<file path="config.mk">
export PLATFORM = sky130hd
export DESIGN_NAME = spdg_front
export DESIGN_NICKNAME = d
export VERILOG_FILES = /design/src/shortest_path_dense_graph_top_defines.svh /design/src/spdg_pkg.sv /design/src/spdg_front.sv
export SDC_FILE = /design/constraint.sdc
export NUM_CORES = 1
export LEC_CHECK = 0
export BUFFER_PORTS_ARGS = -buffer_cell sky130_fd_sc_hd__buf_2
export CELL_PAD_IN_SITES_DETAIL_PLACEMENT = 0
export CELL_PAD_IN_SITES_GLOBAL_PLACEMENT = 2
export CORE_AREA = 4 4 88 98
export DETAILED_ROUTE_END_ITERATION = 10
export DIE_AREA = 0 0 92 102
export MAX_ROUTING_LAYER = met4
export PLACE_DENSITY_LB_ADDON = 0.1
export RECOVER_POWER = 100
export SYNTH_ARGS = -nofsm -noshare
export SYNTH_HDL_FRONTEND = slang
export SYNTH_SLANG_ARGS = --single-unit
</file>
<file path="constraint.sdc">
create_clock -name clk -period 7.3 [get_ports clk]
set_input_delay 0.365 -clock clk [delete_from_list [all_inputs] [get_ports clk]]
set_output_delay 0.365 -clock clk [all_outputs]
set_load 0.005 [all_outputs]
</file>
<file path="src/shortest_path_dense_graph_top_defines.svh">
// Assertion macros for the shortest path block.
`ifndef SHORTEST_PATH_DENSE_GRAPH_TOP_DEFINES_SVH
`define SHORTEST_PATH_DENSE_GRAPH_TOP_DEFINES_SVH
`define SPDG_ASSERT_IMPL(lbl, a, c) \
  lbl: assert property (@(posedge clk) disable iff (rst) (a) |-> (c)) \
    else $error("assertion failed");
`define SPDG_ASSERT_NEXT(lbl, a, c) \
  lbl: assert property (@(posedge clk) disable iff (rst) (a) |=> (c)) \
    else $error("assertion failed");
`endif

</file>
<file path="src/spdg_pkg.sv">
// Package: payload types, state enum and constants of the shortest path block.
`default_nettype none
package spdg_pkg;
  localparam int MAX_NODES   = 32;
  localparam int WEIGHT_BITS = 16;
  localparam logic OP_LOAD = 1'b0;
  localparam logic OP_RUN  = 1'b1;
  localparam logic [21:0] DIST_INF = 22'h3FFFFF;

  typedef struct packed {
    logic        opcode;
    logic [4:0]  from_node;
    logic [4:0]  to_node;
    logic [15:0] edge_weight;
    logic [4:0]  source_node;
    logic [4:0]  target_node;
  } in_item_t;

  typedef struct packed {
    logic [4:0]  node;
    logic [21:0] distance;
    logic [4:0]  predecessor;
    logic        settled;
    logic        reachable;
    logic        last;
  } out_item_t;

  typedef enum logic [2:0] {
    ST_IDLE, ST_SCAN, ST_RELAX_REQ, ST_RELAX, ST_EMIT
  } state_t;
endpackage
`default_nettype wire

</file>
<file path="src/spdg_front.sv">
// Front part: input item queue of two entries.
`default_nettype none
module spdg_front (
  input  wire logic               clk,
  input  wire logic               rst,
  input  wire logic               in_valid,
  output logic                    in_ready,
  input  wire spdg_pkg::in_item_t in_item,
  output logic                    q_valid,
  input  wire logic               q_ready,
  output spdg_pkg::in_item_t      q_item
);
  spdg_pkg::in_item_t slot [2];
  logic rd_ptr, wr_ptr;
  logic [1:0] count;
  logic push, pop;

  assign in_ready = (count != 2'd2);
  assign q_valid  = (count != 2'd0);
  assign q_item   = slot[rd_ptr];
  assign push = in_valid && in_ready;
  assign pop  = q_valid && q_ready;

  always_ff @(posedge clk) begin
    if (push) begin
      slot[wr_ptr] <= in_item;
    end
    if (rst) begin
      rd_ptr <= 1'b0;
      wr_ptr <= 1'b0;
      count  <= 2'd0;
    end else begin
      if (push) wr_ptr <= ~wr_ptr;
      if (pop) rd_ptr <= ~rd_ptr;
      count <= count + {1'b0, push} - {1'b0, pop};
    end
  end
endmodule
`default_nettype wire

</file>
# == After elaboration in Yosys (flattened, before gate mapping) ==
# Memories as Yosys holds them, arrays and structs flattened. A register that Yosys moved wholly into a read port is not among the register bits.
# Index checks and enable logic that the tools add are counted.
# classes
add_sub_neg,2
n_eq_ne,1
mux,4
bitwise,2
n_reduce_logical,3
# ops
cell,count
$mux W1,4
$add A2 B1 Y2,1
$logic_and A1 B1 Y1,2
$ne A2 B2 Y1 const B,1
$not A1 Y1,2
$reduce_bool A2 Y1,1
$sub A2 B1 Y2,1
# totals
ff_bits,4
mem_bits_rw,74
input_bits,41
output_inout_bits,39
word_cells,16
mem_count,1
# memory_table
memory,depth,word_bits,rd,rd_clocked_by_memory_dff,write_ports,line,rtl
slot,2,37,1,1,1,spdg_front.sv:13,spdg_pkg::in_item_t slot [2];

# == Logic depth before layout (Yosys ltp) ==
# Gate-level depths: netlist of the first run.
# logic_depth
word_depth,4
depth_mapped,8
ltp_nobuf,8

# == Least setup slack after synthesis of the first run ==
# No wires, ideal clock.
# synth_path
kind,flip-flop to flip-flop
start,register count[0]
end,memory slot[0][0] (netlist name) (enable)
setup_time_ps,431
arrival_ps,2129
t_required_ps,6869
path_slack_ps,4740
stages_incl_launch_ff,4
n_path_buf,0
synth_period_minus_slack_ps,2560
cell_sequence,dfxtp_1 -> nand2b_2 -> nand2_2 -> nor2_1
# synth_between
elab_chain_cells,4
# synth_lines
element,line,rtl
from (decl),spdg_front.sv:15,logic [1:0] count;
from (signal assigned),spdg_front.sv:35,"count <= count + {1'b0, push} - {1'b0, pop};"
$ne A2 B2 Y1,spdg_front.sv:18,assign in_ready = (count != 2'd2);
named net in_ready,spdg_front.sv:7,"output logic in_ready,"
$logic_and A1 B1 Y1,spdg_front.sv:21,assign push = in_valid && in_ready;
$mux W1,spdg_front.sv:25,if (push) begin
$mux W1 (implied by the code),spdg_front.sv:26,slot[wr_ptr] <= in_item;
to (decl),spdg_front.sv:13,
# The timed path passes the listed nets, and every way through them passes these cells.

# == Worst setup path after layout of the first run ==
# layout_path
start,register count[0]
end,memory slot[0][24] (netlist name) (enable)
# layout_between
elab_chain_cells,4
# layout_lines
element,line
$ne A2 B2 Y1,spdg_front.sv:18
$logic_and A1 B1 Y1,spdg_front.sv:21
$mux W1,spdg_front.sv:25
$mux W1 (implied by the code),spdg_front.sv:26
# No other way between the ends.

==> reports/qor.csv, run 1 <==
stage;metric;value;unit
power;Power Total;1147;uW
timing;worst hold margin;0.2106;ns
cts;# resized after CTS;0;
drt;DRC viols;0;
layout;leading cell type in the layout, fill and taps excluded;edfxtp_1;
timing;Setup violations, final;0;
layout;area delta synth->final;16.56;%
power;maximum vdd drop;0.1958;mV
setup_path;CP Cell Sequence;nand2b_2 -> nand2_1 -> nor2_1;
timing;Slew @ Worst Pin;3.097;ns
cts;CTS tree;yes;
die;I/O pin cnt;80;
setup_path;Worst EP arrival;3.25;ns
power;Leak;0.001292;uW
die;# rows;34;
logic_synthesis;area share of the largest cell type after synthesis;0.7264;
hold_path;worst hold endpoint;slot[1][13];
logic_synthesis;number of library cell types mapped by synthesis;17;
power;PD cells;321.7;nW/um2
timing;Slew headroom;-1.072;
global_route;first-pass GRT wire length;7852;um
drt;final wirelength;5230;um
cts;Reg clk slew, reported paths;0.08;ns
cts;CTS root buffer;clkbuf_8;
setup_path;WP data required;7.18;ns
die;die span in y;102;um
timing;fin. max-slew vios;114;
layout;final core utilization;0.4606;
setup_path;startpoint types;flip-flop;
placement;routability cong.;0.6450;
cts;CTS Sinks;79;
timing;Peak Freq;0.2964;GHz
drt;1st-iter DRT viols;87;
setup_path;Setup CP Type;flip-flop to flip-flop;
run_status;failing checks;capacitance limit, slew limit;
die;Die W;92;um
cts;setup repair bufs after CTS;0;
job;max_cap viols;3;
drt;Vias;1477;
setup_path;reg2reg start;count[0];
placement;detailed placement HPWL;3364;um
global_route;GRT Residual Overflow;0;
logic_synthesis;Mapped Area;3059;um2
cts;Inserted Clock Buffers;9;
logic_synthesis;Area contributors post-synth;edfxtp_1 (73%), mux2_4 (15%), dfxtp_1 (3.3%);
drt;Initial DRT Pass Iterations;4;
layout;commonest cells after routing, fill and taps aside;edfxtp_1 (74), buf_2 (57), mux2_1 (29);
logic_synthesis;synth warn;0;
drt;Avg Vias per Cell;4.383;
hold_path;HP Class;primary input to flip-flop;
timing;Final period util;0.4621;
setup_path;Crit Path Max Fanout;37;
logic_synthesis;Avg Cell Area, Syn;22.01;um2
layout;Inserted Diodes;0;
setup_path;CP max stage cell;nor2_1;
placement;Cell Area, Placed;3528;um2
logic_synthesis;Syn Nets;182;
setup_path;r2r endpoint;slot[0][24];
global_route;largest net degree at the start of global routing;38;
hold_path;worst hold stages;1;
setup_path;reg-to-reg setup timing slack;3.93;ns
global_route;number of global-route vias before repair;1605;
timing;RSZ-0062 raised after global routing;false;
logic_synthesis;Syn Inst Count;139;
die;core area;7742;um2
global_route;initial antenna violation count;0;
placement;I/O Buffers;79;
setup_path;Bufs and invs on worst path;0;
logic_synthesis;post-synthesis sequential area ratio;0.7591;
die;Initial Util;0.3951;
die;die area;9384;um2
timing;clock skew;0.01055;ns
logic_synthesis;FF+latch count, synth;79;
setup_path;cells on worst reg2reg path;3;
cts;cts hold-fix bufs;0;
layout;layout cells sized above 1;0.3581;
drt;Routed Antenna Nets;0;
run_status;status;complete, but fails checks;
cts;H-tree levels;3;
timing;final setup TNS;0;ns
hold_path;hold path startpoint;in_item[13];
layout;post-route cell area;3566;um2
timing;Final Hold Fails;0;
logic_synthesis;Yosys top cell by area;edfxtp_1;
timing;Tmin final;3.373;ns
cts;Clock Path Buffers;2;
layout;# nets final;268;
cts;worst skew pair latency;0.34;ns
setup_path;slowest stage delay, CP;2.28;ns
global_route;GRT Overall Usage;0.1179;
setup_path;Worst setup EP type;flip-flop;
setup_path;Crit path max-delay family;simple AND/OR/NAND/NOR gates;
layout;Fillers;752;
drt;post-DR wirelength/cell;15.52;um
## per-layer routing
layer	vias to the layer above	global-route usage	routed length (um)
met4	0	0.07200	113
li1	707	-	-
met3	10	0.03829	314
met5	-	-	0
met1	709	0.1233	2099
met2	51	0.1949	2703
## through the flow
stage,setup slack (ns),instances
after CTS,4.840,337
final,3.927,337
after detailed placement,5.229,322
after floorplan,4.740,139
after global placement,5.250,322
after global routing,3.542,337
## layout make-up
class / instances / area, um2 / area share
clock buffers: 9 / 123.9 / 0.03474
multi-input cells: 55 / 550.5 / 0.1544
clock inverters: 6 / 62.56 / 0.01754
well taps: 108 / 135.1 / 0.03789
inverters: 1 / 3.754 / 0.001053
flip-flops and latches: 79 / 2322 / 0.6512
repair buffers: 79 / 367.9 / 0.1032
## logic make-up (layout without fill, tap and decap cells)
kind of cell / Yosys count / count (layout) / synth area share
adders and majority gates: 2 / 2 / 0.008179
and+or+nand+nor: 11 / 11 / 0.01923
DFF: 79 / 79 / 0.7591
buffers and inverters: 5 / 95 / 0.02454
muxes: 38 / 38 / 0.1779
xor gates and xnor gates: 3 / 3 / 0.008591
AOI/OAI and AO/OA: 1 / 1 / 0.002455
## worst reg2reg max path: cells and delay by family (launching register included)
kind	cells	cell delay [ns]
flip-flops	1	0.37
AND/OR/NAND/NOR	3	2.54
## how the worst max path moves through the flow
stage | startpoint | end | slack, ns | cells after the start
2_1_floorplan | count[0] | slot[0][0] | 4.74 | 3
3_3_place_gp | flip-flop | q_item[2] | 5.25 | 2
3_5_place_dp | flip-flop | q_item[36] | 5.23 | 2
4_1_cts | flip-flop | q_item[0] | 4.84 | 2
5_1_grt | count[0] | slot[0][35] | 3.54 | 3
6_report | count[0] | slot[0][24] | 3.93 | 3
## power by group
part / switching [uW] / total (uW) / internal, uW
Clock: 150 / 305 / 155
Combinational: 104 / 225 / 121
Sequential: 43.3 / 617 / 574
Total: 297 / 1150 / 850
## registers in the layout (all words and copies together), names as in the netlist, named ones only
signal	cells
slot	74
wr_ptr	1
rd_ptr	1
count	2
## synthesized netlist by cell type
cell type  count
and3_1         1
buf_12         3
buf_6          1
dfxtp_1        5
edfxtp_1      74
ha_1           2
inv_1          1
mux2_2         7
mux2_4        31
nand2_2        1
nand2b_2       1
nor2_1         5
nor2b_1        2
o21a_1         1
or2_2          1
xnor2_1        2
xor2_1         1
No activity file was read; power rests on OpenSTA's default activity.
==> inputs of run 2 (changes only) <==
- CORE_AREA: 4 4 88 98 -> 4 4 96 107
- DIE_AREA: 0 0 92 102 -> 0 0 100 111
- clock period: 7.3 -> 2.9 ns (I/O delays scaled with it)
==> reports/qor.csv, run 2 (synthesis gave the netlist of run 1 again) <==
stage;metric;value;unit
run_status;status;finished clean;
cts;H-tree levels;3;
drt;Avg Vias per Cell;4.199;
timing;Peak Freq;0.4741;GHz
drt;DRC viols;0;
cts;Reg clk slew, reported paths;0.07;ns
cts;setup repair bufs after CTS;0;
setup_path;startpoint types;flip-flop;
cts;CTS tree;yes;
setup_path;Crit Path Max Fanout;22;
timing;Slew @ Worst Pin;0.8973;ns
timing;worst hold margin;0.05043;ns
cts;CTS root buffer;clkbuf_8;
setup_path;Critical Path Sink;q_item[34];
layout;Inserted Diodes;0;
power;Int Power;2278;uW
power;maximum vdd drop;0.3876;mV
setup_path;reg-to-reg setup timing slack;1.20;ns
setup_path;reg2reg start;count[0];
timing;final setup TNS;0;ns
drt;post-DR wirelength/cell;14.26;um
die;core area;9213;um2
setup_path;r2r endpoint;slot[1][8];
layout;# nets final;307;
placement;detailed placement HPWL;3763;um
timing;clock skew;0.005898;ns
drt;1st-iter DRT viols;30;
drt;final wirelength;5503;um
timing;Setup violations, final;0;
die;die span in y;111;um
global_route;first-pass GRT wire length;8390;um
power;P_sw;765.5;uW
timing;Final Hold Fails;0;
cts;Inserted Clock Buffers;9;
power;PD cells;759.3;nW/um2
die;I/O pin cnt;80;
global_route;GRT Residual Overflow;0;
global_route;GRT Overall Usage;0.1033;
layout;commonest cells after routing, fill and taps aside;edfxtp_1 (74), buf_2 (42), clkbuf_1 (38);
layout;layout cells sized above 1;0.2714;
layout;leading cell type in the layout, fill and taps excluded;edfxtp_1;
timing;Final period util;0.7273;
layout;biggest regs;slot (74), count (2);
power;Leak;0.001441;uW
drt;Initial DRT Pass Iterations;4;
hold_path;HP Class;primary input to flip-flop;
power;clock share of power;0.280;
cts;Clock Path Buffers;2;
setup_path;Setup CP Type;flip-flop to output port;
timing;Tmin final;2.109;ns
setup_path;WP data required;2.76;ns
power;logic gate share of total power;0.224;
layout;final core utilization;0.4350;
layout;max reg flops;74;
die;# rows;37;
setup_path;Worst setup EP type;output port;
timing;Slew headroom;0.4018;
die;die area;11100;um2
power;switching part of the total;0.2516;
power;Flop pwr share;0.495;
cts;CTS Sinks;79;
drt;Routed Antenna Nets;0;
global_route;number of global-route vias before repair;1752;
job;max_cap viols;0;
cts;worst skew pair latency;0.34;ns
timing;RSZ-0062 raised after global routing;false;
placement;I/O Buffers;79;
global_route;initial antenna violation count;0;
die;Die W;100;um
die;Initial Util;0.3321;
hold_path;worst hold stages;2;
drt;Vias;1621;
timing;fin. max-slew vios;0;
setup_path;cells on worst reg2reg path;2;
global_route;largest net degree at the start of global routing;38;
layout;area delta synth->final;31.00;%
setup_path;Worst EP arrival;1.96;ns
layout;Largest Register;slot;
placement;routability cong.;0.6582;
run 2: changes by cell type in the layout (fill, tap and decap cells not counted), sizes merged:
cell	change
buf	-13
dlygate4sd3	+37
clkbuf	+16
bufinv	+1
clkinv	-1
run 2: routing by layer:
| metal | wire length [um] | share of wire | up-vias | track usage |
|---|---|---|---|---|
| met1 | 2135 | 0.39 | 784 | 0.09939 |
| met4 | 91 | 0.017 | 0 | 0.05121 |
| met2 | 3000 | 0.55 | 43 | 0.1860 |
| met5 | 0 | 0 | - | - |
| li1 | - | - | 784 | - |
| met3 | 276 | 0.050 | 10 | 0.02895 |
run 2: worst min-delay path by stage:
stage                 from           to  slack (ns)
2_1_floorplan          rst     count[0]        0.22
3_3_place_gp   in_item[27]  slot[0][27]        0.33
3_5_place_dp   in_item[10]  slot[1][10]        0.34
4_1_cts                rst    flip-flop        0.03
5_1_grt                rst     count[1]        0.04
6_report               rst    flip-flop        0.05
run 2: what timing repair did:
item / CTS / global route
setup endpoints to repair: 0 / 0
hold buffers: 37 / 0
resized for setup: 0 / 0
endpoints found under the hold margin: 74 / 0
run 2: area by class of cell:
cell class,instances,area (um2)
Clock buffer,10,127.6
Clock inverter,6,85.08
Fill cell,882,5205
Inverter,1,3.754
Multi-Input combinational cell,55,563.0
Sequential cell,79,2322
Tap cell,117,146.4
Timing Repair Buffer,118,759.5
run 2: worst max-delay path, cell delays in order (launching register included):
cell	delay (ns)
dfxtp_1	0.86
buf_12	0.27
mux2_1	0.36
buf_2	0.14
run 2: power groups by stage:
stage	clock network, uW	logic [uW]	registers [uW]
2_1_floorplan	0	575	1500
3_3_place_gp	0	780	1540
3_5_place_dp	0	794	1550
4_1_cts	883	835	1530
5_1_grt	952	751	1520
6_report	854	682	1510
run 2: metrics by stage:
step | total power, uW | cell area (um2) | setup WS [ns] | cells
after global routing | 3225 | 4008 | 0.6700 | 386
final | 3043 | 4008 | 0.7908 | 386
after floorplan | 2075 | 3059 | 0.3401 | 139
after CTS | 3245 | 4163 | 0.9219 | 386
after detailed placement | 2346 | 3580 | 1.152 | 333
after global placement | 2319 | 3580 | 1.229 | 333
==> inputs of run 3 (changes only) <==
- ABC_AREA: default -> 1
- clock period: 2.9 -> 1.9 ns (I/O delays scaled with it)
==> reports/qor.csv, run 3 <==
stage;metric;value;unit
logic_synthesis;synth warn;0;
logic_synthesis;Syn Inst Count;152;
power;logic gate share of total power;0.227;
logic_synthesis;area share of the largest cell type after synthesis;0.7246;
logic_synthesis;Yosys top cell by area;edfxtp_1;
logic_synthesis;FF+latch count, synth;79;
timing;Peak Freq;0.6006;GHz
timing;Tmin final;1.665;ns
timing;Setup violations, final;0;
power;PD cells;1155;nW/um2
drt;1st-iter DRT viols;63;
setup_path;startpoint types;flip-flop;
layout;Largest Register;slot;
cts;CTS tree;yes;
die;I/O pin cnt;80;
global_route;GRT Overall Usage;0.1082;
power;P_sw;1217;uW
drt;Avg Vias per Cell;4.137;
setup_path;Worst EP arrival;1.57;ns
logic_synthesis;EDFF count, synth;74;
layout;max reg flops;74;
cts;Reg clk slew, reported paths;0.07;ns
logic_synthesis;Avg Cell Area, Syn;20.18;um2
global_route;number of global-route vias before repair;1797;
layout;# nets final;322;
cts;worst skew pair latency;0.34;ns
timing;Final period util;0.8763;
die;core area;9213;um2
logic_synthesis;Async SR Flop Fraction;0;
logic_synthesis;Mapped Area;3067;um2
die;die area;11100;um2
setup_path;Crit Path Max Fanout;30;
setup_path;Setup CP Type;flip-flop to output port;
timing;final setup TNS;0;ns
power;Int Power;3456;uW
logic_synthesis;Most used DFF post-synth;edfxtp_1;
layout;biggest regs;slot (74), count (2);
logic_synthesis;number of library cell types mapped by synthesis;12;
power;Flop pwr share;0.490;
setup_path;CP max stage cell;dfxtp_2;
cts;CTS root buffer;clkbuf_8;
cts;CTS Sinks;79;
logic_synthesis;commonest cells in the netlist;edfxtp_1 (74), mux2_4 (30), nor2_1 (9), inv_1 (8), nand2_1 (8);
job;max_cap viols;0;
setup_path;WP data required;1.80;ns
power;clock share of power;0.284;
cts;Clock Path Buffers;2;
layout;area delta synth->final;31.86;%
logic_synthesis;post-synthesis sequential area ratio;0.7572;
cts;# resized after CTS;0;
timing;Slew @ Worst Pin;0.5672;ns
setup_path;slowest stage delay, CP;0.47;ns
drt;DRC viols;0;
die;Die W;100;um
power;maximum vdd drop;0.5273;mV
layout;Fillers;857;
placement;routability cong.;0.7156;
setup_path;cells on worst reg2reg path;5;
timing;Slew headroom;0.6218;
layout;layout cells sized above 1;0.2782;
timing;fin. max-slew vios;0;
layout;leading cell type in the layout, fill and taps excluded;edfxtp_1;
cts;Inserted Clock Buffers;9;
global_route;GRT Residual Overflow;0;
placement;detailed placement HPWL;3514;um
placement;I/O Buffers;79;
timing;RSZ-0062 raised after global routing;false;
global_route;largest net degree at the start of global routing;38;
setup_path;Worst setup EP type;output port;
drt;post-DR wirelength/cell;13.88;um
run_status;status;finished clean;
global_route;first-pass GRT wire length;8928;um
timing;worst hold margin;0.03748;ns
drt;Initial DRT Pass Iterations;4;
die;# rows;37;
drt;Vias;1659;
drt;final wirelength;5564;um
logic_synthesis;Area contributors post-synth;edfxtp_1 (72%), mux2_4 (15%), dfxtp_1 (3.3%);
setup_path;CP Cell Sequence;buf_12 -> mux2_1 -> buf_2;
layout;Inserted Diodes;0;
power;switching part of the total;0.2604;
die;die span in y;111;um
cts;H-tree levels;3;
logic_synthesis;most numerous cell in the Yosys netlist;edfxtp_1;
global_route;initial antenna violation count;0;
timing;Final Hold Fails;0;
drt;Routed Antenna Nets;0;
layout;commonest cells after routing, fill and taps aside;edfxtp_1 (74), buf_2 (50), dlygate4sd3_1 (38);
power;Leak;0.001509;uW
hold_path;HP Class;primary input to flip-flop;
timing;clock skew;0.01121;ns
hold_path;worst hold stages;3;
logic_synthesis;Syn Nets;195;
die;Initial Util;0.3329;
power;Power Total;4673;uW
## run 3: cell types whose count changed after synthesis, sizes merged, moves of 2 or more
cell / previous run / this run
nand3: 0 / 3
a21oi: 0 / 2
inv: 1 / 8
xnor2: 2 / 0
nand2: 1 / 8
nor2b: 2 / 0
nor2: 5 / 9
## run 3: worst paths after layout
path,to,startpoint,slack [ns]
min,wr_ptr,in_valid,0.04
min reg2reg,flip-flop,rd_ptr,0.51
max reg2reg,slot[0][12],count[0],0.28
max,q_item[12],flip-flop,0.23
## run 3: cell type report
type                            count  area, um2  share of cell area
Clock buffer                       10      127.6             0.03156
Clock inverter                      6      82.58             0.02042
Inverter                            8      30.03            0.007426
Multi-Input combinational cell     61      545.5              0.1349
Sequential cell                    79       2323              0.5746
Tap cell                          117      146.4             0.03620
Timing Repair Buffer              120      788.3              0.1949
## run 3: per-layer routing
metal | up-vias | GRT usage | share of wire
met5 | - | - | 0
met4 | 0 | 0.05121 | 0.018
met3 | 13 | 0.02391 | 0.057
met2 | 57 | 0.1785 | 0.49
met1 | 765 | 0.1244 | 0.43
li1 | 824 | - | -
## run 3: metrics by stage
| step | cell area, um2 | util | worst slack (ns) | std cells |
|---|---|---|---|---|
| after global routing | 4044 | 0.4390 | 0.1519 | 401 |
| final | 4044 | 0.4390 | 0.2350 | 401 |
| after floorplan | 3074 | - | 0.1748 | 152 |
| after CTS | 4197 | 0.4555 | 0.1315 | 401 |
| after global placement | 3606 | 0.3914 | 0.3900 | 347 |
| after detailed placement | 3606 | 0.3914 | 0.3367 | 347 |
## run 3: kinds of logic after synthesis
logic type	Yosys count	share of synthesized area
buf+inv	12	0.03305
fa+ha+maj	2	0.008159
compound gates	2	0.003264
mux	37	0.1726
simple gates	20	0.02570
flops	79	0.7572
## run 3: critical path, delay by kind of cell, from the launching register on
family	cells	cell delay, ns
buffers and inverters	2	0.38
DFF	1	0.47
muxes	1	0.36
## run 3: power by group through the flow
| stage | Clock [uW] | Combinational (uW) | Sequential, uW |
|---|---|---|---|
| after detailed placement | 0 | 1250 | 2340 |
| after global placement | 0 | 1260 | 2330 |
| after floorplan | 0 | 853 | 2300 |
| after global routing | 1440 | 1190 | 2320 |
| final | 1330 | 1060 | 2290 |
| after CTS | 1370 | 1320 | 2300 |
## run 3: repair_timing
item                      CTS  global route
hold endpoints to repair   75             0
buffers inserted            0             0
hold buffers               38             0
